**config.mk**
```make
export PLATFORM = sky130hd
export DESIGN_NAME = byte_run_hex_escaper
export DESIGN_NICKNAME = d
export VERILOG_FILES = /design/src/rtl/brhe_pkg.sv /design/src/rtl/byte_run_hex_escaper.sv /design/src/rtl/brhe_front.sv /design/src/rtl/brhe_cmd_fifo.sv /design/src/rtl/brhe_back.sv
export VERILOG_INCLUDE_DIRS = /design/src /design/src/rtl
export SDC_FILE = /design/constraint.sdc
export NUM_CORES = 1
export LEC_CHECK = 0
export BUFFER_PORTS_ARGS = -buffer_cell sky130_fd_sc_hd__buf_2
export CORE_UTILIZATION = 60
export DETAILED_ROUTE_END_ITERATION = 12
export HOLD_SLACK_MARGIN = 0.1
export PLACE_DENSITY = 0.8
export SKIP_CTS_REPAIR_TIMING = 1
export SLEW_MARGIN = 20
export SYNTH_ARGS = -nofsm -noshare
export SYNTH_HDL_FRONTEND = slang
export SYNTH_HIERARCHICAL = 1
export SYNTH_SLANG_ARGS = --single-unit
```
**constraint.sdc**
```tcl
create_clock -name clock -period 4.63 [get_ports clock]
set_input_delay 0.926 -clock clock [delete_from_list [all_inputs] [get_ports clock]]
set_output_delay 0.926 -clock clock [all_outputs]
set_load 0.01 [all_outputs]
```
**src/rtl/byte_run_hex_escaper_assert.svh**
```systemverilog
// Assertion macros for the byte run hex escaper RTL.
// Needs nothing else; files that assert include this header by name.
`ifndef BYTE_RUN_HEX_ESCAPER_ASSERT_SVH
`define BYTE_RUN_HEX_ESCAPER_ASSERT_SVH

`ifndef ASSERT_OFF
`define BRHE_ASSERT_IMP(lbl, clk, rst, ante, cons) \
   lbl: assert property (@(posedge clk) disable iff (rst) (ante) |-> (cons)) \
      else $error("assertion failed");
`define BRHE_ASSERT_NXT(lbl, clk, rst, ante, cons) \
   lbl: assert property (@(posedge clk) disable iff (rst) (ante) |=> (cons)) \
      else $error("assertion failed");
`else
`define BRHE_ASSERT_IMP(lbl, clk, rst, ante, cons)
`define BRHE_ASSERT_NXT(lbl, clk, rst, ante, cons)
`endif

`endif

```
**src/rtl/brhe_pkg.sv**
```systemverilog
// Shared types and character constants for the byte run hex escaper.
// No dependencies.
`default_nettype none

package brhe_pkg;

   typedef enum logic [0:0] {
      KIND_TEXT = 1'b0,
      KIND_HEX  = 1'b1
   } cmd_kind_type;

   typedef struct packed {
      cmd_kind_type kind;
      logic         run_open;
      logic         final_byte;
      logic [7:0]   data_byte;
   } cmd_type;

   localparam logic [7:0] CHAR_LT    = 8'h3C;
   localparam logic [7:0] CHAR_GT    = 8'h3E;
   localparam logic [7:0] CHAR_SPACE = 8'h20;

endpackage

`default_nettype wire

```
**src/rtl/byte_run_hex_escaper.sv**
```systemverilog
// Byte run hex escaper, top level.
// Input side is a queue: write a beat with req_push while req_full is low.
// Each beat carries req_data_byte and req_final_byte (last byte of a message).
// Output side is a queue: while rsp_empty is low, rsp_out_char holds the
// oldest character; rsp_pop takes it. rsp_item_done marks the last character
// of an input byte, rsp_message_done the last character of a message.
// Printable bytes pass through; runs of other bytes become <XX XX ...>.
// A beat is first written into the command queue; the back end then loads
// its first character into the output register, which drives rsp_out_char.
// Throughput: one character per cycle from the output register while the receiver pops;
// a byte expands to 1 to 4 characters, 3 inside a hex run. The front end
// keeps taking bytes into a CMD_DEPTH entry command queue while the back end
// expands earlier ones.
// If the receiver stalls, the output holds and the command queue fills; then
// req_full rises until rsp_pop drains it.
// Reset clears the queue, the output register and the open-run flag.
`default_nettype none

module byte_run_hex_escaper import brhe_pkg::*; #(
   parameter int CMD_DEPTH = 4
) (
   input  wire logic       clock,
   input  wire logic       reset,
   input  wire logic       req_push,
   output logic            req_full,
   input  wire logic [7:0] req_data_byte,
   input  wire logic       req_final_byte,
   output logic            rsp_empty,
   input  wire logic       rsp_pop,
   output logic [7:0]      rsp_out_char,
   output logic            rsp_item_done,
   output logic            rsp_message_done
);

   logic    cmd_push;
   cmd_type cmd_wr;
   logic    cmd_full;
   logic    cmd_pop;
   logic    cmd_valid;
   cmd_type cmd_head;

   assign req_full = cmd_full;

   brhe_front u_front (
      .clock          (clock),
      .reset          (reset),
      .req_push       (req_push),
      .req_data_byte  (req_data_byte),
      .req_final_byte (req_final_byte),
      .cmd_full       (cmd_full),
      .cmd_push       (cmd_push),
      .cmd_data       (cmd_wr)
   );

   brhe_cmd_fifo #(
      .DEPTH (CMD_DEPTH)
   ) u_fifo (
      .clock      (clock),
      .reset      (reset),
      .push       (cmd_push),
      .push_data  (cmd_wr),
      .full       (cmd_full),
      .pop        (cmd_pop),
      .head_valid (cmd_valid),
      .head_data  (cmd_head)
   );

   brhe_back u_back (
      .clock            (clock),
      .reset            (reset),
      .cmd_valid        (cmd_valid),
      .cmd_data         (cmd_head),
      .cmd_pop          (cmd_pop),
      .rsp_pop          (rsp_pop),
      .rsp_empty        (rsp_empty),
      .rsp_out_char     (rsp_out_char),
      .rsp_item_done    (rsp_item_done),
      .rsp_message_done (rsp_message_done)
   );

endmodule

`default_nettype wire

```
**src/rtl/brhe_front.sv**
```systemverilog
// Front end: accepts input beats, classifies each byte and tracks the open hex run.
// Depends on brhe_pkg.
`default_nettype none

module brhe_front import brhe_pkg::*; (
   input  wire logic       clock,
   input  wire logic       reset,
   input  wire logic       req_push,
   input  wire logic [7:0] req_data_byte,
   input  wire logic       req_final_byte,
   input  wire logic       cmd_full,
   output logic            cmd_push,
   output cmd_type         cmd_data
);

   logic hex_run_open_ff;
   logic hex_run_open_in;
   logic printable;

   always_comb begin
      printable = ((req_data_byte >= 8'h20) && (req_data_byte <= 8'h7E)) ||
                  ((req_data_byte >= 8'h09) && (req_data_byte <= 8'h0D));
   end

   assign cmd_push = req_push && !cmd_full;

   always_comb begin
      cmd_data.kind       = printable ? KIND_TEXT : KIND_HEX;
      cmd_data.run_open   = hex_run_open_ff;
      cmd_data.final_byte = req_final_byte;
      cmd_data.data_byte  = req_data_byte;
   end

   always_comb begin
      hex_run_open_in = hex_run_open_ff;
      if (cmd_push) begin
         hex_run_open_in = !printable && !req_final_byte;
      end
   end

   always_ff @(posedge clock) begin
      if (reset) begin
         hex_run_open_ff <= 1'b0;
      end else begin
         hex_run_open_ff <= hex_run_open_in;
      end
   end

endmodule

`default_nettype wire

```
**src/rtl/brhe_cmd_fifo.sv**
```systemverilog
// Short register queue of classified commands between front and back end.
// Depends on brhe_pkg.
`default_nettype none

module brhe_cmd_fifo import brhe_pkg::*; #(
   parameter int DEPTH = 4
) (
   input  wire logic clock,
   input  wire logic reset,
   input  wire logic push,
   input  cmd_type   push_data,
   output logic      full,
   input  wire logic pop,
   output logic      head_valid,
   output cmd_type   head_data
);

   localparam int PTR_W = $clog2(DEPTH);
   localparam int CNT_W = $clog2(DEPTH + 1);

   cmd_type            slot_ff [DEPTH];
   logic [PTR_W-1:0]   wr_ptr_ff, wr_ptr_in;
   logic [PTR_W-1:0]   rd_ptr_ff, rd_ptr_in;
   logic [CNT_W-1:0]   count_ff, count_in;

   assign full       = (count_ff == CNT_W'(DEPTH));
   assign head_valid = (count_ff != '0);
   assign head_data  = slot_ff[rd_ptr_ff];

   always_comb begin
      wr_ptr_in = wr_ptr_ff;
      rd_ptr_in = rd_ptr_ff;
      count_in  = count_ff;
      if (push) begin
         wr_ptr_in = (wr_ptr_ff == PTR_W'(DEPTH - 1)) ? '0 : wr_ptr_ff + 1'b1;
      end
      if (pop) begin
         rd_ptr_in = (rd_ptr_ff == PTR_W'(DEPTH - 1)) ? '0 : rd_ptr_ff + 1'b1;
      end
      if (push && !pop) begin
         count_in = count_ff + 1'b1;
      end else if (pop && !push) begin
         count_in = count_ff - 1'b1;
      end
   end

   always_ff @(posedge clock) begin
      if (reset) begin
         wr_ptr_ff <= '0;
         rd_ptr_ff <= '0;
         count_ff  <= '0;
      end else begin
         wr_ptr_ff <= wr_ptr_in;
         rd_ptr_ff <= rd_ptr_in;
         count_ff  <= count_in;
      end
   end

   always_ff @(posedge clock) begin
      if (push) begin
         slot_ff[wr_ptr_ff] <= push_data;
      end
   end

endmodule

`default_nettype wire

```
**src/rtl/brhe_back.sv**
```systemverilog
// Back end: expands each command into output characters, one per cycle while rsp_pop keeps up.
// Depends on brhe_pkg and byte_run_hex_escaper_assert.svh.
`default_nettype none
`include "byte_run_hex_escaper_assert.svh"

module brhe_back import brhe_pkg::*; (
   input  wire logic  clock,
   input  wire logic  reset,
   input  wire logic  cmd_valid,
   input  cmd_type    cmd_data,
   output logic       cmd_pop,
   input  wire logic  rsp_pop,
   output logic       rsp_empty,
   output logic [7:0] rsp_out_char,
   output logic       rsp_item_done,
   output logic       rsp_message_done
);

   logic       out_valid_ff, out_valid_in;
   logic [7:0] char_ff, char_in;
   logic       item_done_ff, msg_done_ff;
   logic [1:0] step_ff, step_in;
   logic [1:0] last_step;
   logic       is_last;
   logic       load;

   function automatic logic [7:0] hex_char(input logic [3:0] nib);
      hex_char = (nib < 4'd10) ? (8'h30 + {4'h0, nib}) : (8'h37 + {4'h0, nib});
   endfunction

   always_comb begin
      case (cmd_data.kind)
         KIND_TEXT: last_step = cmd_data.run_open ? 2'd1 : 2'd0;
         KIND_HEX:  last_step = cmd_data.final_byte ? 2'd3 : 2'd2;
         default:   last_step = 2'd0;
      endcase
   end

   always_comb begin
      char_in = cmd_data.data_byte;
      case (cmd_data.kind)
         KIND_TEXT: begin
            if (cmd_data.run_open && (step_ff == 2'd0)) begin
               char_in = CHAR_GT;
            end
         end
         KIND_HEX: begin
            case (step_ff)
               2'd0:    char_in = cmd_data.run_open ? CHAR_SPACE : CHAR_LT;
               2'd1:    char_in = hex_char(cmd_data.data_byte[7:4]);
               2'd2:    char_in = hex_char(cmd_data.data_byte[3:0]);
               default: char_in = CHAR_GT;
            endcase
         end
         default: char_in = cmd_data.data_byte;
      endcase
   end

   assign is_last = (step_ff == last_step);
   assign load    = cmd_valid && (!out_valid_ff || rsp_pop);
   assign cmd_pop = load && is_last;

   always_comb begin
      step_in      = step_ff;
      out_valid_in = out_valid_ff;
      if (load) begin
         step_in      = is_last ? 2'd0 : step_ff + 2'd1;
         out_valid_in = 1'b1;
      end else if (rsp_pop) begin
         out_valid_in = 1'b0;
      end
   end

   always_ff @(posedge clock) begin
      if (reset) begin
         out_valid_ff <= 1'b0;
         step_ff      <= 2'd0;
      end else begin
         out_valid_ff <= out_valid_in;
         step_ff      <= step_in;
      end
   end

   always_ff @(posedge clock) begin
      if (load) begin
         char_ff      <= char_in;
         item_done_ff <= is_last;
         msg_done_ff  <= is_last && cmd_data.final_byte;
      end
   end

   assign rsp_empty        = !out_valid_ff;
   assign rsp_out_char     = char_ff;
   assign rsp_item_done    = item_done_ff;
   assign rsp_message_done = msg_done_ff;

   `BRHE_ASSERT_IMP(a_pop_has_cmd, clock, reset, cmd_pop, cmd_valid)
   `BRHE_ASSERT_IMP(a_mid_cmd_held, clock, reset, step_ff != 2'd0, cmd_valid)
   `BRHE_ASSERT_IMP(a_msg_ends_item, clock, reset, out_valid_ff && msg_done_ff, item_done_ff)
   `BRHE_ASSERT_NXT(a_load_valid, clock, reset, load, out_valid_ff)

endmodule

`default_nettype wire
```
==> reports/results.txt <==
Post-Synth Simple-Gate Area: 9.76%
GRT Total Usage: 20.4%
largest family of logic cells by synthesized area: simple AND/OR/NAND/NOR gates
synthesized area: 3100 sq um
highest metal used: met4
Skew-Pair Late Insertion Delay: 0.34 ns
Post-synth EDFFs: 54
maximum capacitance violations: 0
fin nets: 268
Starting DRT DRC Count: 130
min cycle time layout: 3.20 ns
Die W: 73.9 um
mux share of post-synthesis cell area: 9.40%
Top Ports: 25
clock slew seen by the registers of the worst setup and hold paths: 0.07 ns
total gr overflow: 0
drt via density: 5.65
met3 wire length: 171 um
RD Place Congestion: 0.845
clock root buffer: clkbuf_8
crit path max fanout: 11
Leakage: 1.24 nW
DR pass1 iterations: 4
Synth area leaders: edfxtp_1, dfxtp_1, mux4_2
WL/cell: 15.7 um
cells after synthesis: 218
die span in y: 73.9 um
PwrDens: 588 nW/um^2
FFs w/ async S/R, synth: 0%
Std-Cell Rows: 25
first-pass GRT wire length: 7730 um
Synth area leader: edfxtp_1
Max clock buf depth: 2
startpoint types: flop
setup TNS: 0 ns
r2r setup slk: 1.43 ns
Rel. slew slack: 61.0%
Yosys reg bits: 67
# port buffers: 24
final worst-path cycle share: 69.2%
wl on met1: 2230 um
residual DRC count: 0
initial antenna violation count: 0
Worst Path Arrival: 3.47 ns
Worst R2R End: u_fifo/count_ff[2]$_SDFFE_PP0P_
post-synthesis adder-cell area fraction: 5.49%
Fin. Hold Viols: 0
synth-to-layout area growth: 9.44%
WS Path Type: reg -> reg
DR WL met2: 2410 um
htree depth: 3
die area: 5460 sq um
Hold Path Origin: u_front/hex_run_open_ff$_SDFFE_PP0P_
XOR/XNOR Fraction of Synth Area: 1.41%
max-slew violation count: 0
outcome: finished, final reports clean
area of the core: 4850 sq um
Initial Utilization: 64.0%
Vias: 1773
Final Skew: 0.0100 ns
Hold Crit Class: reg -> reg
share of layout cells above drive strength 1: 23.5%
Detailed Route WL: 4920 um
Design Area, Final: 3390 sq um
post-synth cell types: 49
largest net degree at the start of global routing: 15
Area after DPL: 3220 sq um
pin slew with the least headroom to its limit: 0.586 ns
Synth Area in Compound Gates: 8.51%
Hold Path Cell Cnt: 0
endpoints failing setup: 0
share of the synthesized area in the top cell type: 52.3%
Max VDD drop: 298 uV
Reg2Reg Depth: 12
RSZ-0062 raised after global routing: false
total clock buffers created by CTS: 9
CTS tree: done
DRT antenna net count: 0
CP required: 4.90 ns
worst hold endpoint: u_fifo/slot_ff[3][9]$_DFFE_PP_
Post-synth top flop: edfxtp_1
crit end category: flop
diode count: 0
DP HPWL: 3360 um
total clock sinks: 67
Synth Warn #: 6
Synthesized Nets: 244
Fmax: 312 MHz
number of global-route vias before repair: 1646
Seq/Total Area, Yosys: 60.7%
Avg Cell Area, Syn: 14.2 sq um
-- cell usage after synthesis, types with 3 or more instances --
master     n
edfxtp_1  54
inv_1     15
dfxtp_1   13
nor2_1    13
ha_1      12
buf_4     10
mux4_2    10
and2_1     9
nand2_1    8
a21oi_1    7
o21ai_0    6
o21ai_1    5
mux2i_1    4
o211ai_1   4
nor2b_1    3
or3_1      3
xor2_1     3
-- per-stage QoR --
stage | utilization [%] | setup slack (ns) | hold WS (ns) | std cells | total power [mW]
3_3_place_gp | 66.5 | 1.59 | 0.480 | 298 | 1.55
3_5_place_dp | 66.5 | 1.48 | 0.488 | 298 | 1.58
4_1_cts | 70.0 | 1.41 | 0.525 | 314 | 2.00
6_report | 70.0 | 1.43 | 0.515 | 314 | 2.00
2_1_floorplan | - | 1.82 | 0.455 | 218 | 1.41
5_1_grt | 70.0 | 1.21 | 0.541 | 314 | 2.12
-- where the power goes --
group	internal (mW)	switching (mW)	total, mW
combinational	0.295	0.405	0.699
clock	0.223	0.205	0.428
sequential	0.811	0.0576	0.869
-- worst max-delay path, stage by stage, from the launching register on --
cell	delay [ns]
dfxtp_1	0.32
buf_4	0.23
mux4_1	0.67
xor2_1	0.26
o31ai_4	0.10
and2_1	0.20
inv_1	0.08
ha_1	0.18
inv_1	0.06
fa_1	0.38
xor2_1	0.16
or3_1	0.33
a21oi_1	0.17
-- placed cells by master (no fill, tap or decap), types with 5 or more instances in the layout --
cell type	n
clkbuf_8	11
edfxtp_1	54
inv_1	15
dfxtp_1	13
o21ai_1	5
and2_1	9
ha_1	12
nand2_1	8
nor2_1	13
buf_2	24
a21oi_1	7
o21ai_0	6
mux4_2	10
-- flip-flops by register name (all words and copies together), names as in the netlist, named ones only --
register	cells
u_fifo/slot_ff	44
u_back/rsp_out_char	8
u_fifo/count_ff	3
u_back/step_ff	2
u_fifo/rd_ptr_ff	2
u_fifo/wr_ptr_ff	2
u_back/out_valid_ff	1
u_back/rsp_item_done	1
u_back/rsp_message_done	1
u_front/hex_run_open_ff	1
-- worst max path at each step --
stage	from	cells after the start	slack (ns)	endpoint
floorplan	flop	13	1.82	u_fifo/count_ff[2]$_SDFFE_PP0P_
finish	flop	12	1.43	u_fifo/count_ff[2]$_SDFFE_PP0P_
global route	flop	12	1.21	u_fifo/count_ff[2]$_SDFFE_PP0P_
global placement	flop	12	1.59	u_fifo/count_ff[2]$_SDFFE_PP0P_
detailed placement	flop	12	1.48	u_fifo/count_ff[2]$_SDFFE_PP0P_
CTS	flop	12	1.41	u_fifo/count_ff[2]$_SDFFE_PP0P_
-- layer usage --
metal	global-route usage (%)	vias up
li1	-	861
met1	26.6	862
met2	31.6	40
met3	4.94	10
met4	11.5	0
met5	0	-
-- cells by family (layout without fill, tap and decap cells) --
logic type,Yosys count,count (layout)
AO/OA/AOI/OAI,38,38
XOR/XNOR,5,5
adder cells (fa/ha/maj),13,13
buffers and inverters,27,56
flip-flops,67,67
multiplexers,15,15
AND/OR/NAND/NOR,53,53
-- final cells by class --
class                           count  area (sq um)
Sequential cell                    67          1880
Fill cell                         332          1450
Multi-Input combinational cell    124          1070
Clock buffer                       14           163
Timing Repair Buffer               25           128
Tap cell                           67          83.8
Inverter                           15          56.3
Clock inverter                      2          10.0
(Power assumes the default switching activity.)
